File: src/rtl/core/telnet_rx_option_refuser_assert.svh
// ============================================================================
// telnet_rx_option_refuser_assert.svh
// Assertion macros shared by the receive parser modules. Both sample on the
// rising edge of clock and are disabled while reset is high.
// ============================================================================
`ifndef TELNET_RX_OPTION_REFUSER_ASSERT_SVH
`define TELNET_RX_OPTION_REFUSER_ASSERT_SVH

// Property holds at every sampled edge
`define TROR_ASSERT(lbl, prop, msg) \
   lbl: assert property (@(posedge clock) disable iff (reset) prop) else $error(msg);

// Consequent must hold in the cycle after the antecedent
`define TROR_ASSERT_NEXT(lbl, ante, cons, msg) \
   lbl: assert property (@(posedge clock) disable iff (reset) (ante) |=> (cons)) else $error(msg);

`endif

File: src/rtl/core/tror_pkg.sv
// ============================================================================
// tror_pkg
// Byte codes, result kinds and the result descriptor shared by the TELNET
// receive parser modules.
// ============================================================================
package tror_pkg;

   // TELNET framing bytes
   localparam logic [7:0] BYTE_IAC  = 8'hFF;
   localparam logic [7:0] BYTE_WILL = 8'd251;
   localparam logic [7:0] BYTE_DO   = 8'd253;
   localparam logic [7:0] BYTE_WONT = 8'hFC;
   localparam logic [7:0] BYTE_CR   = 8'h0D;
   localparam logic [7:0] BYTE_NUL  = 8'h00;

   // Result kinds
   localparam logic KIND_DATA  = 1'b0;
   localparam logic KIND_REPLY = 1'b1;

   // Position of each byte within the three-byte refusal
   localparam logic [1:0] REPLY_IDX_IAC  = 2'd0;
   localparam logic [1:0] REPLY_IDX_WONT = 2'd1;
   localparam logic [1:0] REPLY_IDX_LAST = 2'd2;

   // Decoded result for one received byte
   typedef struct packed {
      logic       refuse;  // 1: IAC WONT option reply, 0: one data byte
      logic [7:0] data;    // data byte or option code
   } res_desc_type;

endpackage

File: src/rtl/core/tror_parse.sv
// ============================================================================
// tror_parse
// Input register and TELNET framing decoder. Holds the parse state and the
// pending command byte, and hands at most one result descriptor per byte onward.
// ============================================================================
`include "telnet_rx_option_refuser_assert.svh"

module tror_parse (
   input  logic                  clock,
   input  logic                  reset,
   input  logic                  telnet_mode,
   input  logic                  req_valid,
   input  logic [7:0]            req_rx_byte,
   output logic                  req_stall,
   output logic                  res_valid,
   output tror_pkg::res_desc_type res_desc,
   input  logic                  res_free
);
   import tror_pkg::*;

   typedef enum logic [1:0] {
      ST_DATA = 2'd0,
      ST_IAC  = 2'd1,
      ST_CMD  = 2'd2,
      ST_CR   = 2'd3
   } state_type;

   state_type  state_ff, state_in;
   logic [7:0] cmd_ff, cmd_in;
   logic       in_vld_ff;
   logic [7:0] in_byte_ff;
   logic       emit;
   logic       refuse;
   logic       as_data;
   logic       adv;

   // Decode the held byte against the current state
   always_comb begin
      emit     = 1'b0;
      refuse   = 1'b0;
      as_data  = 1'b0;
      state_in = state_ff;
      cmd_in   = cmd_ff;
      if (!telnet_mode) begin
         emit = 1'b1;
      end else begin
         unique case (state_ff)
            ST_DATA: begin
               as_data = 1'b1;
            end
            ST_IAC: begin
               if (in_byte_ff == BYTE_IAC) begin
                  emit     = 1'b1;
                  state_in = ST_DATA;
               end else begin
                  cmd_in   = in_byte_ff;
                  state_in = ST_CMD;
               end
            end
            ST_CMD: begin
               if (cmd_ff < BYTE_WILL) begin
                  as_data = 1'b1;
               end else begin
                  if (cmd_ff == BYTE_DO) begin
                     emit   = 1'b1;
                     refuse = 1'b1;
                  end
                  state_in = ST_DATA;
               end
            end
            ST_CR: begin
               if (in_byte_ff == BYTE_NUL) begin
                  state_in = ST_DATA;
               end else begin
                  as_data = 1'b1;
               end
            end
            default: begin
               state_in = ST_DATA;
            end
         endcase
         // Ordinary data handling, also after CR and one-byte commands
         if (as_data) begin
            if (in_byte_ff == BYTE_IAC) begin
               state_in = ST_IAC;
            end else begin
               emit     = 1'b1;
               state_in = (in_byte_ff == BYTE_CR) ? ST_CR : ST_DATA;
            end
         end
      end
   end

   // Byte moves on when it has no result or the result register is free
   assign adv             = in_vld_ff && (!emit || res_free);
   assign req_stall       = in_vld_ff && !adv;
   assign res_valid       = in_vld_ff && emit;
   assign res_desc.refuse = refuse;
   assign res_desc.data   = in_byte_ff;

   // Input register and parse state
   always_ff @(posedge clock) begin
      if (reset) begin
         in_vld_ff <= 1'b0;
         state_ff  <= ST_DATA;
         cmd_ff    <= 8'h00;
      end else begin
         if (!req_stall) begin
            in_vld_ff <= req_valid;
         end
         if (adv) begin
            state_ff <= state_in;
            cmd_ff   <= cmd_in;
         end
      end
      if (req_valid && !req_stall) begin
         in_byte_ff <= req_rx_byte;
      end
   end

   // Checks
   `TROR_ASSERT_NEXT(a_mode_off_holds_state, adv && !telnet_mode, $stable(state_ff) && $stable(cmd_ff), "parse state moved with TELNET mode off")
   `TROR_ASSERT(a_refuse_only_after_do, refuse |-> (state_ff == ST_CMD && cmd_ff == BYTE_DO), "refusal raised outside DO option")
   `TROR_ASSERT(a_cmd_state_has_cmd, (state_ff == ST_CMD) |-> (cmd_ff != BYTE_IAC), "command state holds IAC as command")

endmodule

File: src/rtl/core/tror_emit.sv
// ============================================================================
// tror_emit
// Result register. Delivers a data byte as one transaction, or expands a DO
// refusal into the three transactions IAC, WONT, option.
// ============================================================================
`include "telnet_rx_option_refuser_assert.svh"

module tror_emit (
   input  logic                  clock,
   input  logic                  reset,
   input  logic                  res_valid,
   input  tror_pkg::res_desc_type res_desc,
   output logic                  res_free,
   output logic                  rsp_valid,
   input  logic                  rsp_stall,
   output logic                  rsp_out_kind,
   output logic [7:0]            rsp_out_byte,
   output logic                  rsp_last
);
   import tror_pkg::*;

   logic       res_vld_ff;
   logic       refuse_ff;
   logic [7:0] data_ff;
   logic [1:0] idx_ff;
   logic       out_fire;
   logic       load;

   assign rsp_valid    = res_vld_ff;
   assign rsp_out_kind = refuse_ff ? KIND_REPLY : KIND_DATA;
   assign rsp_last     = !refuse_ff || (idx_ff == REPLY_IDX_LAST);
   assign out_fire     = res_vld_ff && !rsp_stall;
   assign res_free     = !res_vld_ff || (!rsp_stall && rsp_last);
   assign load         = res_valid && res_free;

   // Byte on the wire for the current transaction
   always_comb begin
      if (!refuse_ff) begin
         rsp_out_byte = data_ff;
      end else begin
         unique case (idx_ff)
            REPLY_IDX_IAC:  rsp_out_byte = BYTE_IAC;
            REPLY_IDX_WONT: rsp_out_byte = BYTE_WONT;
            default:        rsp_out_byte = data_ff;
         endcase
      end
   end

   // Result register and refusal sequence counter
   always_ff @(posedge clock) begin
      if (reset) begin
         res_vld_ff <= 1'b0;
         idx_ff     <= REPLY_IDX_IAC;
      end else if (load) begin
         res_vld_ff <= 1'b1;
         idx_ff     <= REPLY_IDX_IAC;
      end else if (out_fire) begin
         if (rsp_last) begin
            res_vld_ff <= 1'b0;
         end else begin
            idx_ff <= idx_ff + 2'd1;
         end
      end
      if (load) begin
         refuse_ff <= res_desc.refuse;
         data_ff   <= res_desc.data;
      end
   end

   // Checks
   `TROR_ASSERT(a_idx_in_range, res_vld_ff |-> (idx_ff != 2'd3), "refusal counter out of range")
   `TROR_ASSERT(a_data_idx_zero, (res_vld_ff && !refuse_ff) |-> (idx_ff == REPLY_IDX_IAC), "data result with non-zero counter")
   `TROR_ASSERT_NEXT(a_drain_empties, out_fire && rsp_last && !load, !res_vld_ff, "result register not emptied after last transaction")

endmodule

File: src/rtl/core/telnet_rx_option_refuser.sv
// ============================================================================
// telnet_rx_option_refuser - TELNET receive framing stripper, refuses DO
// Path: a byte goes through the input register, then the result register.
// Throughput: a byte per cycle if not stalled; refusals hold the result register.
// Reset: synchronous; parse state to data, TELNET mode on, both registers empty.
// ============================================================================
module telnet_rx_option_refuser (
   input  logic        clock,
   input  logic        reset,
   // Received bytes
   input  logic        req_valid,
   output logic        req_stall,
   input  logic [7:0]  req_rx_byte,
   // Host data and network replies
   output logic        rsp_valid,
   input  logic        rsp_stall,
   output logic        rsp_out_kind,
   output logic [7:0]  rsp_out_byte,
   output logic        rsp_last,
   // Register port
   input  logic        psel,
   input  logic        penable,
   input  logic        pwrite,
   input  logic [2:0]  paddr,
   input  logic [31:0] pwdata,
   output logic [31:0] prdata,
   output logic        pready
);
   import tror_pkg::*;

   localparam logic REG_TELNET_MODE = 1'b0;  // register index from paddr[2]

   logic         mode_ff;
   logic         csr_wr;
   logic         res_valid;
   logic         res_free;
   res_desc_type res_desc;

   // Register port: single mode bit at offset zero
   assign pready = 1'b1;
   assign csr_wr = psel && penable && pwrite && pready && (paddr[2] == REG_TELNET_MODE);
   assign prdata = (paddr[2] == REG_TELNET_MODE) ? {31'b0, mode_ff} : 32'b0;

   always_ff @(posedge clock) begin
      if (reset) begin
         mode_ff <= 1'b1;
      end else if (csr_wr) begin
         mode_ff <= pwdata[0];
      end
   end

   tror_parse u_parse (
      .clock       (clock),
      .reset       (reset),
      .telnet_mode (mode_ff),
      .req_valid   (req_valid),
      .req_rx_byte (req_rx_byte),
      .req_stall   (req_stall),
      .res_valid   (res_valid),
      .res_desc    (res_desc),
      .res_free    (res_free)
   );

   tror_emit u_emit (
      .clock        (clock),
      .reset        (reset),
      .res_valid    (res_valid),
      .res_desc     (res_desc),
      .res_free     (res_free),
      .rsp_valid    (rsp_valid),
      .rsp_stall    (rsp_stall),
      .rsp_out_kind (rsp_out_kind),
      .rsp_out_byte (rsp_out_byte),
      .rsp_last     (rsp_last)
   );

endmodule

File: config.mk
export PLATFORM = sky130hd
export DESIGN_NAME = telnet_rx_option_refuser
export DESIGN_NICKNAME = d
export VERILOG_FILES = /design/src/rtl/core/tror_pkg.sv /design/src/rtl/core/tror_parse.sv /design/src/rtl/core/tror_emit.sv /design/src/rtl/core/telnet_rx_option_refuser.sv
export VERILOG_INCLUDE_DIRS = /design/src /design/src/rtl/core
export SDC_FILE = /design/constraint.sdc
export NUM_CORES = 1
export LEC_CHECK = 0
export ABC_AREA = 1
export BUFFER_PORTS_ARGS = -buffer_cell sky130_fd_sc_hd__buf_2
export CORE_ASPECT_RATIO = 0.6
export CORE_UTILIZATION = 45
export DETAILED_ROUTE_END_ITERATION = 7
export PLACE_DENSITY = 0.77
export SETUP_SLACK_MARGIN = 0.4
export SYNTH_ARGS = -nofsm -noshare
export SYNTH_HDL_FRONTEND = slang
export SYNTH_SLANG_ARGS = --single-unit
File: constraint.sdc
create_clock -name clock -period 2.5 [get_ports clock]
set_input_delay 0.75 -clock clock [delete_from_list [all_inputs] [get_ports clock]]
set_output_delay 0.75 -clock clock [all_outputs]
set_load 0.02 [all_outputs]
==> impl_metrics.ini <==
[clock_network]
cts_tree = yes
htree_levels = 2
clk_path_buf_depth = 2
clockRootBuffer = clkbuf_8
cts_buffers = 5
clk_pin_slew_worst_paths_ps = 70
clock_sinks = 32
clk_latency_ps = 280

[logic_synthesis]
postSynthAreaPerCell_um2 = 8.14
synth_simple_gate_area_share_pct = 25.5
synthAdderAreaFrac_pct = 4.17
yosysSeqAreaShare_pct = 45.1
synth_top_family_by_area = simple AND/OR/NAND/NOR gates
synth-xor-area-share_pct = 0.487
synth_cell_types = 23
synth_area_um2 = 1800
synth-compound-area-share_pct = 3.96
synth_seq_cells = 32
syn_inst = 221
yosysWarnings = 0
muxShareOfSynthArea_pct = 0

[sta]
finalHoldViolCount = 0
drv_slew = 0
fin_crit_ps = 2420
finalSetupViolCount = 0
grt_setup_unrepaired = true
worst_slack_ps = 84.6
tns_ps = 0
clock_skew_ps = 7.08
post-route-period-util_pct = 96.6
fmax_ghz = 0.414

[global_routing]
grt_pass1_vias = 1312
grt_pass1_wl_um = 6160
antenna_found_initial = 0
grt_max_degree = 17
grt-ovfl-total = 0
grt.total_usage_pct = 19.5

[critical_path]
crit_top_cell = nand3_2
endpoint_kind = output pin
cp.arrival_ps = 1670
crit_required_ps = 1750
worst-path-buf-inv = 2
crit_path_cell_trace = nor2_1 > nand2_1 > o21ai_2 > nand3_2 > nand3_2 > nand2_2 > nand3_2 > inv_2 > buf_6
path_max_fanout = 3
cpMaxStageDelayCell = edfxtp_1
critPathLaunchType = register
max_stage_delay_ps = 430
crit_type = reg2out
crit_family = simple AND/OR/NAND/NOR gates

[pwr]
power_density_nw_per_um2 = 569
p_total_mw = 1.35
ir_drop_mv = 0.300
p_leak_nw = 1.20

[placed_design]
place_ws_ps = 145
post-dp-hpwl_um = 2460
portBuffers = 29
gp_congestion = 0.938

[floorplanning]
io_pins = 95
die_w_um = 83.6
die_y_um = 51.0
fp.coreArea_um2 = 3740
dieArea_um2 = 4260
rows = 17
start_util_pct = 48.1

[layout]
areaGrowthSynthToFinish_pct = 31.9
nNetsFinal = 343
utilization_pct = 63.4
nFillCells = 301
drive_above_1_share_pct = 35.4
num_antenna_cells = 0

[drt]
viasPerCell = 4.55
wl_um = 4150
routedWlPerCell_um = 12.4
drc = 0
first_iter_violations = 107
drtPass1Iterations = 4
vias = 1525
ant_nets = 0

[job]
cap_violations = 0

[run_status]
status = completed

[min_path]
hold_class = reg2reg
per-stage QoR:
| step | cells | area (µm²) | hold slack [ps] |
|---|---|---|---|
| 2_1_floorplan | 251 | 1910 | 475 |
| 3_3_place_gp | 295 | 1870 | 504 |
| 3_5_place_dp | 295 | 1870 | 508 |
| 4_1_cts | 330 | 2240 | 523 |
| 5_1_grt | 335 | 2370 | 566 |
| 6_report | 335 | 2370 | 526 |
final cells by class:
cell class,instances,area (µm²),share of cell area (%)
inverter,29,109,4.59
clock inverter,3,42.5,1.79
multi-input combinational,156,808,34.1
clock buffer,5,68.8,2.90
tap,47,58.8,2.48
timing repair buffer,63,467,19.7
sequential,32,818,34.5
layer usage:
metal / wire length, µm / track usage, % / up-vias
li1: - / - / 752
met1: 1740 / 23.5 / 678
met2: 2000 / 32.9 / 79
met3: 312 / 6.79 / 16
met4: 101 / 6.78 / 0
met5: 0 / 0 / -
path summary, 6_finish.rpt:
path                                    startpoint                        endpoint  slack (ps)  cells past startpoint
setup / recovery   u_parse.in_byte_ff[1]$_DFFE_PP_                       req_stall          80                      9
hold / removal      u_parse.cmd_ff[4]$_SDFFE_PP0P_  u_parse.cmd_ff[4]$_SDFFE_PP0P_         530                      4
setup reg to reg  u_parse.state_ff[0]$_SDFFE_PP0P_  u_emit.refuse_ff$_SDFFCE_PN0P_         300                     17
hold reg to reg     u_parse.cmd_ff[4]$_SDFFE_PP0P_  u_parse.cmd_ff[4]$_SDFFE_PP0P_         530                      4
cells in the final DEF, fill, tap and decap left out, types with 2 or more instances in the layout:
master    instances
nor2_2            4
nand3_2           5
conb_1           32
edfxtp_1         17
a21oi_1           4
buf_2            25
nand3_1           9
nand2_1          45
dfxtp_2           3
buf_4            23
o21ai_0           4
nand2_2           5
ha_4              2
clkbuf_8          5
inv_1            24
inv_2             5
buf_6            15
ha_1              4
nor2_1           30
dfxtp_1          11
synth_stat cells:
library cell | number | area, µm²
nand2_1 | 47 | 176
nor2_1 | 34 | 128
inv_1 | 29 | 109
ha_1 | 6 | 75.1
dfxtp_1 | 15 | 300
xor2_1 | 1 | 8.76
nand3_4 | 1 | 17.5
o21ai_2 | 1 | 8.76
nor2_2 | 1 | 6.26
a21oi_1 | 5 | 25.0
edfxtp_1 | 17 | 510
and3_1 | 1 | 6.26
conb_1 | 2 | 7.51
o211ai_1 | 1 | 7.51
nand3_2 | 2 | 20.0
or3_1 | 1 | 6.26
o21ai_0 | 6 | 30.0
nand2_2 | 3 | 18.8
nand3b_1 | 1 | 7.51
nand2_4 | 1 | 11.3
buf_6 | 1 | 11.3
buf_4 | 33 | 248
nand3_1 | 12 | 60.1
where the power goes:
| group | switching [mW] | total (mW) | internal [mW] |
|---|---|---|---|
| registers | 0.0222 | 0.610 | 0.587 |
| clock network | 0.188 | 0.482 | 0.294 |
| logic | 0.165 | 0.257 | 0.0919 |
| total | 0.375 | 1.35 | 0.974 |
worst reg2reg max path, stage by stage (launching register included):
cell	delay (ps)
dfxtp_2	320
inv_2	70
ha_4	140
nand3_2	80
nor2_2	100
nand3_2	100
buf_6	140
buf_6	100
buf_6	100
buf_6	100
buf_6	100
buf_6	100
buf_6	100
buf_6	100
buf_6	100
buf_6	110
buf_6	110
nor2_4	90
registers in the layout, summed over array words and instances, names as in the netlist:
signal              cells
u_emit.data_ff          8
u_parse.cmd_ff          8
u_parse.in_byte_ff      8
u_emit.idx_ff           2
u_parse.state_ff        2
mode_ff                 1
u_emit.refuse_ff        1
u_emit.rsp_valid        1
u_parse.in_vld_ff       1
logic make-up (layout without fill, tap and decap cells):
logic type / after synthesis / in the layout
AO/OA/AOI/OAI: 13 / 13
other: 2 / 32
flip-flops: 32 / 32
AND/OR/NAND/NOR: 104 / 104
buffers and inverters: 63 / 100
XOR/XNOR: 1 / 1
adder cells (fa/ha/maj): 6 / 6
repair_timing:
action | in CTS | in global routing
hold buffers | 0 | 0
gates resized for setup | 22 | 26
setup endpoints to repair | 7 | 25
pin swaps | 7 | 15
cloned | 0 | 0
buffers inserted | 27 | 5
(Power assumes the default switching activity.)
